**src/hdl/mlqd_pkg.sv**
```systemverilog
package mlqd_pkg;

	localparam int QueueDepthDefault = 16;
	localparam int NumQueues = 4;

	typedef enum logic [1:0] {
		ST_OK       = 2'd0,
		ST_FULL     = 2'd1,
		ST_ZERO     = 2'd2,
		ST_NONE     = 2'd3
	} status_t;

	typedef enum logic {
		OP_ARRIVE   = 1'b0,
		OP_DISPATCH = 1'b1
	} op_t;

	// command handed from the front part to the back part
	typedef struct packed {
		logic        op;
		logic [1:0]  tq;
		logic [7:0]  id;
		logic [15:0] burst;
		logic [15:0] slice;
	} cmd_t;

	// result item
	typedef struct packed {
		logic [1:0]  status;
		logic [7:0]  rid;
		logic [1:0]  rq;
		logic [15:0] rtime;
		logic        fin;
		logic [31:0] tnow;
	} res_t;

	typedef enum logic [2:0] {
		B_IDLE,
		B_READ,
		B_SCAN,
		B_SHIFT,
		B_TAIL,
		B_DONE
	} bstate_t;

endpackage

```
**src/hdl/multilevel_queue_dispatcher_core.sv**
```systemverilog
// Multilevel queue dispatcher: four fixed-priority job queues of QUEUE_DEPTH
// entries held in one RAM pair. A two-entry command queue takes the input
// transfers and sits in front of the scheduler. An arrive item, or a
// dispatch with every queue empty, passes the scheduler through its read and
// done states only. A dispatch reads the chosen queue once to pick a job,
// then, when the job finishes or comes from queue 0, moves the later entries
// down one place, and writes an unfinished job back; the scan and the shift
// share the one read address of the RAM pair. One result register holds the
// result until it is popped, and no new command starts before that.
module multilevel_queue_dispatcher_core #(
	parameter int QUEUE_DEPTH = mlqd_pkg::QueueDepthDefault
) (
	input  logic        clk,
	input  logic        arst_n,
	input  logic        push,
	output logic        full,
	input  logic        op,
	input  logic [1:0]  target_queue,
	input  logic [7:0]  job_id,
	input  logic [15:0] burst,
	input  logic [15:0] slice_len,
	output logic        empty,
	input  logic        pop,
	output logic [1:0]  status,
	output logic [7:0]  run_id,
	output logic [1:0]  run_queue,
	output logic [15:0] run_time,
	output logic        finished,
	output logic [31:0] time_now
);

	mlqd_pkg::cmd_t in_cmd, cmd;
	mlqd_pkg::res_t res;
	logic           cq_empty, take, rv;

	assign in_cmd = '{op: op, tq: target_queue, id: job_id, burst: burst,
		slice: slice_len};

	mlqd_fifo #(.Width($bits(mlqd_pkg::cmd_t))) u_front (
		.clk, .arst_n, .wr(push), .wdata(in_cmd), .full,
		.rd(take), .rdata(cmd), .empty(cq_empty));

	mlqd_back #(.QueueDepth(QUEUE_DEPTH)) u_back (
		.clk, .arst_n, .cmd_valid(!cq_empty), .cmd, .cmd_take(take),
		.res_valid(rv), .res, .res_take(pop));

	assign empty     = !rv;
	assign status    = res.status;
	assign run_id    = res.rid;
	assign run_queue = res.rq;
	assign run_time  = res.rtime;
	assign finished  = res.fin;
	assign time_now  = res.tnow;

	// a finished run never reports zero time
	a_fin_time: assert property (@(posedge clk) disable iff (!arst_n)
		(!empty && finished) |-> run_time != 16'd0) else $error("fin zero");
	// a status other than ok never reports run time
	a_err_clear: assert property (@(posedge clk) disable iff (!arst_n)
		(!empty && status != mlqd_pkg::ST_OK) |-> run_time == 16'd0)
		else $error("err run");

endmodule

```
**src/hdl/mlqd_ram.sv**
```systemverilog
module mlqd_ram #(
	parameter int Width = 8,
	parameter int Depth = 64
) (
	input  logic                     clk,
	input  logic                     we,
	input  logic [$clog2(Depth)-1:0] waddr,
	input  logic [Width-1:0]         wdata,
	input  logic [$clog2(Depth)-1:0] raddr,
	output logic [Width-1:0]         rdata
);

	logic [Width-1:0] mem_q [Depth];

	// write one entry, read one registered
	always_ff @(posedge clk) begin
		if (we) mem_q[waddr] <= wdata;
		rdata <= mem_q[raddr];
	end

endmodule

```
**src/hdl/mlqd_fifo.sv**
```systemverilog
module mlqd_fifo #(
	parameter int Width = 8
) (
	input  logic             clk,
	input  logic             arst_n,
	input  logic             wr,
	input  logic [Width-1:0] wdata,
	output logic             full,
	input  logic             rd,
	output logic [Width-1:0] rdata,
	output logic             empty
);

	// two-entry queue
	logic [Width-1:0] d_q [2];
	logic             wp_q, rp_q;
	logic [1:0]       cnt_q;

	assign full  = cnt_q == 2'd2;
	assign empty = cnt_q == 2'd0;
	assign rdata = d_q[rp_q];

	always_ff @(posedge clk) begin
		if (wr && !full) d_q[wp_q] <= wdata;
	end

	always_ff @(posedge clk or negedge arst_n) begin
		if (!arst_n) begin
			wp_q  <= 1'b0;
			rp_q  <= 1'b0;
			cnt_q <= 2'd0;
		end else begin
			if (wr && !full) wp_q <= ~wp_q;
			if (rd && !empty) rp_q <= ~rp_q;
			cnt_q <= cnt_q + 2'((wr && !full) ? 1 : 0) - 2'((rd && !empty) ? 1 : 0);
		end
	end

endmodule

```
**src/hdl/mlqd_back.sv**
```systemverilog
module mlqd_back #(
	parameter int QueueDepth = mlqd_pkg::QueueDepthDefault
) (
	input  logic           clk,
	input  logic           arst_n,
	input  logic           cmd_valid,
	input  mlqd_pkg::cmd_t cmd,
	output logic           cmd_take,
	output logic           res_valid,
	output mlqd_pkg::res_t res,
	input  logic           res_take
);

	localparam int PW = $clog2(QueueDepth);
	localparam int AW = PW + 2;
	localparam int LW = $clog2(QueueDepth + 1);
	localparam int KW = $clog2(QueueDepth + 2);

	mlqd_pkg::bstate_t state_q, state_d;

	logic [LW-1:0] len_q [mlqd_pkg::NumQueues];
	logic [8:0]    last_q;
	logic [31:0]   time_q;
	mlqd_pkg::cmd_t cmd_q;
	mlqd_pkg::res_t res_q;
	logic          rv_q;

	logic [1:0]    q_q;
	logic [KW-1:0] k_q;      // scan / shift read index
	logic [PW-1:0] pos_q;
	logic [15:0]   best_q;
	logic          seen_q, found_q;
	logic [7:0]    pid_q;
	logic [15:0]   prem_q;

	// memory ports
	logic          we;
	logic [AW-1:0] waddr, raddr;
	logic [7:0]    wid, rid;
	logic [15:0]   wrem, rrem;

	logic [1:0]    selq;
	logic          any;
	logic [LW-1:0] curlen, arr_len;
	logic [KW-1:0] curlen_k, pos_k;
	logic [KW-1:0] kr;       // index of data arriving this cycle
	logic [KW-1:0] kr_dst;
	logic [15:0]   rt;
	logic [15:0]   nrem;
	logic          arrive, need_shift, scan_last, shift_last, res_set;
	mlqd_pkg::status_t arr_st;

	mlqd_ram #(.Width(8), .Depth(mlqd_pkg::NumQueues << PW)) u_ids (
		.clk, .we, .waddr, .wdata(wid), .raddr, .rdata(rid));
	mlqd_ram #(.Width(16), .Depth(mlqd_pkg::NumQueues << PW)) u_rem (
		.clk, .we, .waddr, .wdata(wrem), .raddr, .rdata(rrem));

	// highest-priority non-empty queue
	always_comb begin
		selq = 2'd0;
		any  = 1'b0;
		for (int i = mlqd_pkg::NumQueues - 1; i >= 0; i--) begin
			if (len_q[i] != '0) begin
				selq = 2'(i);
				any  = 1'b1;
			end
		end
	end

	assign curlen     = len_q[q_q];
	assign arr_len    = len_q[cmd_q.tq];
	assign curlen_k   = KW'(curlen);
	assign pos_k      = KW'(pos_q);
	assign kr         = k_q - KW'(1);
	assign kr_dst     = kr - KW'(1);
	assign rt         = (prem_q < cmd_q.slice) ? prem_q : cmd_q.slice;
	assign nrem       = prem_q - rt;
	assign arrive     = cmd_q.op == mlqd_pkg::OP_ARRIVE;
	assign need_shift = (q_q == 2'd0) || (nrem == 16'd0);
	assign scan_last  = (k_q == curlen_k + KW'(1)) || (q_q == 2'd3 && k_q == KW'(2));
	assign shift_last = kr >= curlen_k;

	// classify an arrival
	always_comb begin
		if (cmd_q.burst == 16'd0) arr_st = mlqd_pkg::ST_ZERO;
		else if (arr_len == LW'(QueueDepth)) arr_st = mlqd_pkg::ST_FULL;
		else arr_st = mlqd_pkg::ST_OK;
	end

	assign cmd_take  = state_q == mlqd_pkg::B_IDLE && cmd_valid && !rv_q;
	assign res_set   = (state_q == mlqd_pkg::B_READ && (arrive || !any))
		|| state_q == mlqd_pkg::B_TAIL;
	assign res_valid = rv_q;
	assign res       = res_q;

	// next state and memory controls
	always_comb begin
		state_d = state_q;
		we      = 1'b0;
		waddr   = {cmd_q.tq, arr_len[PW-1:0]};
		wid     = cmd_q.id;
		wrem    = cmd_q.burst;
		raddr   = {q_q, k_q[PW-1:0]};
		case (state_q)
			mlqd_pkg::B_IDLE: if (cmd_take) state_d = mlqd_pkg::B_READ;
			mlqd_pkg::B_READ: begin
				// issue the read of the front entry of the chosen queue
				raddr = {selq, PW'(0)};
				if (arrive) begin
					we      = arr_st == mlqd_pkg::ST_OK;
					state_d = mlqd_pkg::B_DONE;
				end else if (!any) begin
					state_d = mlqd_pkg::B_DONE;
				end else begin
					state_d = mlqd_pkg::B_SCAN;
				end
			end
			mlqd_pkg::B_SCAN: begin
				if (scan_last)
					state_d = need_shift ? mlqd_pkg::B_SHIFT : mlqd_pkg::B_TAIL;
			end
			mlqd_pkg::B_SHIFT: begin
				// shift entries after pos down one place
				waddr = {q_q, kr_dst[PW-1:0]};
				wid   = rid;
				wrem  = rrem;
				we    = (kr > pos_k) && (kr < curlen_k);
				if (shift_last) state_d = mlqd_pkg::B_TAIL;
			end
			mlqd_pkg::B_TAIL: begin
				// write the unfinished job back: rear of queue 0, else in place
				waddr   = (q_q == 2'd0) ? {q_q, PW'(curlen - LW'(1))} : {q_q, pos_q};
				wid     = pid_q;
				wrem    = nrem;
				we      = nrem != 16'd0;
				state_d = mlqd_pkg::B_DONE;
			end
			mlqd_pkg::B_DONE: state_d = mlqd_pkg::B_IDLE;
			default: state_d = mlqd_pkg::B_IDLE;
		endcase
	end

	always_ff @(posedge clk or negedge arst_n) begin
		if (!arst_n) state_q <= mlqd_pkg::B_IDLE;
		else state_q <= state_d;
	end

	// datapath and queue state
	always_ff @(posedge clk or negedge arst_n) begin
		if (!arst_n) begin
			for (int i = 0; i < mlqd_pkg::NumQueues; i++) len_q[i] <= '0;
			last_q  <= 9'h100;
			time_q  <= '0;
			rv_q    <= 1'b0;
			cmd_q   <= '0;
			res_q   <= '0;
			q_q     <= '0;
			k_q     <= '0;
			pos_q   <= '0;
			best_q  <= '0;
			seen_q  <= 1'b0;
			found_q <= 1'b0;
			pid_q   <= '0;
			prem_q  <= '0;
		end else begin
			// raise on a new result, drop on its transfer
			if (res_set) rv_q <= 1'b1;
			else if (res_take && rv_q) rv_q <= 1'b0;
			case (state_q)
				mlqd_pkg::B_IDLE: if (cmd_take) cmd_q <= cmd;
				mlqd_pkg::B_READ: begin
					q_q     <= selq;
					k_q     <= KW'(1);
					pos_q   <= '0;
					seen_q  <= 1'b0;
					found_q <= 1'b0;
					if (arrive) begin
						res_q <= '{status: arr_st, rid: '0, rq: '0, rtime: '0,
							fin: 1'b0, tnow: time_q};
						if (arr_st == mlqd_pkg::ST_OK)
							len_q[cmd_q.tq] <= arr_len + LW'(1);
					end else if (!any) begin
						res_q <= '{status: mlqd_pkg::ST_NONE, rid: '0, rq: '0,
							rtime: '0, fin: 1'b0, tnow: time_q};
					end
				end
				mlqd_pkg::B_SCAN: begin
					// data for entry kr arrives; issue read of k_q
					if (scan_last) begin
						if (need_shift) k_q <= pos_k + KW'(1);
					end else begin
						k_q <= k_q + KW'(1);
						if (kr == '0) begin
							pid_q  <= rid;
							prem_q <= rrem;
							best_q <= rrem;
							seen_q <= (q_q == 2'd0) && ({1'b0, rid} == last_q);
						end else if (q_q == 2'd0) begin
							if ({1'b0, rid} == last_q) begin
								seen_q <= 1'b1;
							end else if (seen_q && !found_q) begin
								found_q <= 1'b1;
								pos_q   <= PW'(kr);
								pid_q   <= rid;
								prem_q  <= rrem;
							end
						end else if (q_q != 2'd3 && rrem < best_q) begin
							best_q <= rrem;
							pos_q  <= PW'(kr);
							pid_q  <= rid;
							prem_q <= rrem;
						end
					end
				end
				mlqd_pkg::B_SHIFT: begin
					if (!shift_last) k_q <= k_q + KW'(1);
				end
				mlqd_pkg::B_TAIL: begin
					res_q <= '{status: mlqd_pkg::ST_OK, rid: pid_q, rq: q_q,
						rtime: rt, fin: nrem == 16'd0, tnow: time_q + 32'(rt)};
					time_q <= time_q + 32'(rt);
					if (nrem == 16'd0) len_q[q_q] <= curlen - LW'(1);
					if (q_q == 2'd0) last_q <= {1'b0, pid_q};
				end
				default: ;
			endcase
		end
	end

endmodule

```
**config.mk**
```make
export PLATFORM = sky130hd
export DESIGN_NAME = multilevel_queue_dispatcher_core
export DESIGN_NICKNAME = d
export VERILOG_FILES = /design/src/hdl/mlqd_pkg.sv /design/src/hdl/multilevel_queue_dispatcher_core.sv /design/src/hdl/mlqd_ram.sv /design/src/hdl/mlqd_fifo.sv /design/src/hdl/mlqd_back.sv
export SDC_FILE = /design/constraint.sdc
export NUM_CORES = 2
export LEC_CHECK = 0
export BUFFER_PORTS_ARGS = -buffer_cell sky130_fd_sc_hd__buf_2
export CORE_AREA = 5 5 413 415
export CTS_BUF_LIST = sky130_fd_sc_hd__clkbuf_8
export DETAILED_ROUTE_END_ITERATION = 8
export DIE_AREA = 0 0 418 420
export HOLD_SLACK_MARGIN = 0.02
export PLACE_DENSITY = 0.67
export SLEW_MARGIN = 40
export SYNTH_ARGS = -nofsm -noshare
export SYNTH_HDL_FRONTEND = slang
export SYNTH_HIERARCHICAL = 1
export SYNTH_SLANG_ARGS = --single-unit
```
**constraint.sdc**
```tcl
create_clock -name clk -period 15.3 [get_ports clk]
set_input_delay 0.765 -clock clk [delete_from_list [all_inputs] [get_ports clk]]
set_output_delay 0.765 -clock clk [all_outputs]
set_load 0.1 [all_outputs]
```
==> metrics.txt <==
critical path arrival=~8.4 ns; Tot Pwr=slightly above 20 mW; Buffers on Ports=around 110; syn_nets=~4,500; RSZ-0062 raised after global routing=no; Critical Path End Type=flip-flop; fraction of registers with async set/reset=12.07%; Setup Viol. Count Final=0; Crit path max-delay family=compound AO/OA/AOI/OAI gates; top flip-flop cell by instance count after synthesis=edfxtp_1; Clk network pwr share=19.2%; DRT antenna net count=0; GR Layer Usage met2=33.78%; status=finished, final reports clean; DIE WIDTH=418 um; Die H=approximately 420 um; number of global-route vias before repair=about 42,000; relative slew slack=between 30% and 40%; Synth Area in Compound Gates=5.124%; hpwl dp=114,800 um; CTS clk-pin slew, worst paths=0.07 ns; vias per cell=between 5 and 6; hold depth=3; mux contribution to synthesized area=14.53%; Lkg Pwr=about 30 nW; post-synthesis xor/xnor area fraction=0.7461%; TritonCTS clock tree=done; Hold Fails Final Rpt=0; # rows=150; busiest grt layer=met2; largest family of logic cells by synthesized area=multiplexers; minimum clock period=7.705 ns; DRC=0; Synth Instances=4,383; CP most frequent cell=buf_4; Area after DPL=80,660 um2; Simple-Gate Fraction of Synth Area=5.048%; Skew-Pair Late Insertion Delay=approximately 1.0 ns; IO Count=110; Clock Skew=0.09406 ns; HP Class=input pin to flip-flop; sw frac=39.84%; Peak VDD IR=0.2157 mV; Pre-Repair DR Iteration Count=6; CP Max Fanout=21; Endpoint, Worst Hold=u_front/wp_q$_DFFE_PN0P_; adder-cell share of the synthesized area=1.392%; clock root buffer=clkbuf_8; Internal Pwr Total=~12 mW; initial core utilization=46.59%; WS Path Type=flip-flop to flip-flop; f_max=129.8 MHz; CTS buffer count=about 310; post-CTS setup buffer count=0; H-tree Lvls=5; DR WL/cell=~26 um; Slew @ Worst Pin=0.9056 ns; Hold Path Origin=push; Final period util=between 50% and 60%; initial antenna violation count=5; Switching Power=8.024 mW; grt ovf=0; Yosys reg bits=approximately 1,900; RD Place Congestion=between 0.9 and 1; worst path cell trace=ha_1 > a2111oi_0 > o311ai_1 > o221ai_2 > buf_4 > mux2i_1 > ha_1 > a21o_1 > a21oi_1 > nand2_1 > o21ai_0 > o21ai_0 > xor2_1 > nand4_1 > buf_4 > a21o_1 > buf_4 > nor2b_1 > nand3_1 > nor2_1 > buf_4; core footprint=166,300 um2; Seq/Total Area, Yosys=a little over two thirds; power per cell area=232.6 nW/um2; grt met3 use=4.634%; first-pass GRT wire length=277,900 um; Final Max Slew Viols=0; worst r2r path cells=21; Synth cell types=between 90 and 100; Worst Path Buf+Inv=4; drt first-iter violations=4,726; fin area=a little under 90,000 um2; Critical Path RT=about 16 ns; flop-to-flop setup slack=7.60 ns; synthesis-to-layout area growth=11.76%; Seq pwr share=a little under two fifths; final WL=about 190,000 um; layout cells sized above 1=23.80%; number of synthesized flops with an enable pin=1,622; CP max-delay cell=nor2_1; crit start category=flip-flop; largest net degree at the start of global routing=139; Sink Count=around 1,900; mapped cell area=slightly below 80,000 um2; Longest Clk Path Bufs=4; nets=between 4,000 and 5,000; DR vias=42,033; Max stage delay on crit path=0.68 ns; Util after Layout=a little over half; Max Cap Viol=0; DIE AREA=175,600 um2; worst r2r src=u_back/prem_q[1]$_DFFE_PN0P_; Global Route met1 Usage=29.57%; Logic pwr share=42.4%; Synth Area per Inst=about 18 um2; Reg2Reg Capture Point=u_back/u_rem/mem_q[14][8]$_DFFE_PP_; gr usage total=21.20%; TNS Setup=0 ns; yosys warns=6
sequential cells by signal (all words and copies together), names as in the netlist, 4 cells and up:
name	flops
u_back/u_rem/mem_q	1024
u_back/u_ids/mem_q	512
u_front/d_q	86
u_back/res	61
u_back/cmd_q	43
u_back/time_q	32
u_back/len_q	20
u_back/best_q	16
u_back/prem_q	16
u_back/u_rem/rdata	16
u_back/last_q	9
u_back/pid_q	8
u_back/u_ids/rdata	8
u_back/k_q	5
u_back/pos_q	4
per-layer routing:
metal / up-vias / share of wire (%)
li1: 18223 / -
met1: 21662 / 41
met2: 1831 / 48
met3: 317 / 8.2
met4: 0 / 2.7
met5: - / 0
stage by stage:
stage	hold WS (ns)	instances	worst slack, ns
3_5_place_dp	0.4467	6587	7.836
6_report	0.1711	7156	7.595
2_1_floorplan	0.4318	4383	8.455
4_1_cts	0.05738	7149	7.757
3_3_place_gp	0.4515	6584	7.985
5_1_grt	0.1319	7154	7.286
worst max-delay path by stage:
| stage | depth (start not counted) | startpoint | end | slack (ns) |
|---|---|---|---|---|
| 2_1_floorplan | 15 | u_back/prem_q[1]$_DFFE_PN0P_ | u_back/u_rem/mem_q[0][15]$_DFFE_PP_ | 8.45 |
| 3_3_place_gp | 20 | u_back/prem_q[1]$_DFFE_PN0P_ | u_back/u_rem/mem_q[10][8]$_DFFE_PP_ | 7.99 |
| 3_5_place_dp | 21 | u_back/prem_q[1]$_DFFE_PN0P_ | u_back/u_rem/mem_q[14][10]$_DFFE_PP_ | 7.84 |
| 4_1_cts | 21 | u_back/prem_q[1]$_DFFE_PN0P_ | u_back/u_rem/mem_q[14][14]$_DFFE_PP_ | 7.76 |
| 5_1_grt | 21 | u_back/prem_q[1]$_DFFE_PN0P_ | u_back/u_rem/mem_q[14][14]$_DFFE_PP_ | 7.29 |
| 6_report | 21 | u_back/prem_q[1]$_DFFE_PN0P_ | u_back/u_rem/mem_q[14][8]$_DFFE_PP_ | 7.60 |
cell usage in the layout (no fill, tap or decap), types with 24 or more instances in the layout:
| cell type | count |
|---|---|
| nand2b_1 | 26 |
| nor3_1 | 29 |
| buf_2 | 108 |
| xnor2_1 | 47 |
| nor2b_1 | 50 |
| nand4_1 | 28 |
| clkbuf_8 | 322 |
| o21ai_0 | 98 |
| ha_1 | 83 |
| nand3_1 | 91 |
| dlygate4sd3_1 | 45 |
| a22oi_1 | 87 |
| nor2_1 | 202 |
| clkinv_1 | 58 |
| a31oi_1 | 27 |
| mux2_4 | 39 |
| mux2i_1 | 132 |
| a21oi_1 | 84 |
| dfrtp_1 | 224 |
| inv_1 | 198 |
| nand2_1 | 237 |
| dfxtp_1 | 24 |
| mux4_2 | 349 |
| mux2_1 | 30 |
| o211ai_1 | 26 |
| mux2_2 | 93 |
| edfxtp_1 | 1622 |
| buf_4 | 113 |
cells by family after synthesis:
logic type      after synthesis
simple gates                818
xor+xnor                     66
flops                      1872
mux                         647
fa+ha+maj                    85
compound gates              566
buf+inv                     329
cell usage after synthesis, drive strengths merged, types with 83 or more instances:
cell | instances | area, um2
a21oi | 84 | 420.4
a22oi | 87 | 653.1
buf | 134 | 1099
clkbuf | 106 | 404.1
dfrtp | 225 | 5630
edfxtp | 1622 | 48710
ha | 83 | 1039
inv | 89 | 334.1
mux2 | 162 | 1971
mux2i | 132 | 1321
mux4 | 353 | 7965
nand2 | 253 | 959.7
nand3 | 91 | 455.4
nor2 | 222 | 840.8
o21ai | 119 | 595.6
cell type report:
| cell class | count | area [um2] |
|---|---|---|
| diodes | 3 | 7.507 |
| inverters | 89 | 334.1 |
| fillers | 13246 | 79700 |
| multi-input cells | 2182 | 21130 |
| well taps | 2204 | 2758 |
| clock inverters | 195 | 890.9 |
| flip-flops and latches | 1872 | 54850 |
| repair buffers | 289 | 2191 |
| clock buffers | 322 | 4432 |
power groups by stage:
stage,logic (mW),clock network [mW],registers [mW]
final,8.54,3.88,7.73
after global routing,9.11,4.23,7.77
after CTS,8.48,3.97,7.73
after detailed placement,8.46,0,7.83
after global placement,8.28,0,7.81
after floorplan,5.35,0,8.15
tightest hold or removal path: stages:
cell,delay [ns]
buf_2,0.11
nand2_1,0.15
xnor2_1,0.09
timing repair:
action                                 in CTS  in global routing
hold buffers                               45                  0
gates resized for setup                     0                  0
setup endpoints to repair                   0                  0
endpoints found under the hold margin     161                  0
Note: power is estimated with default switching activity, not from simulation.
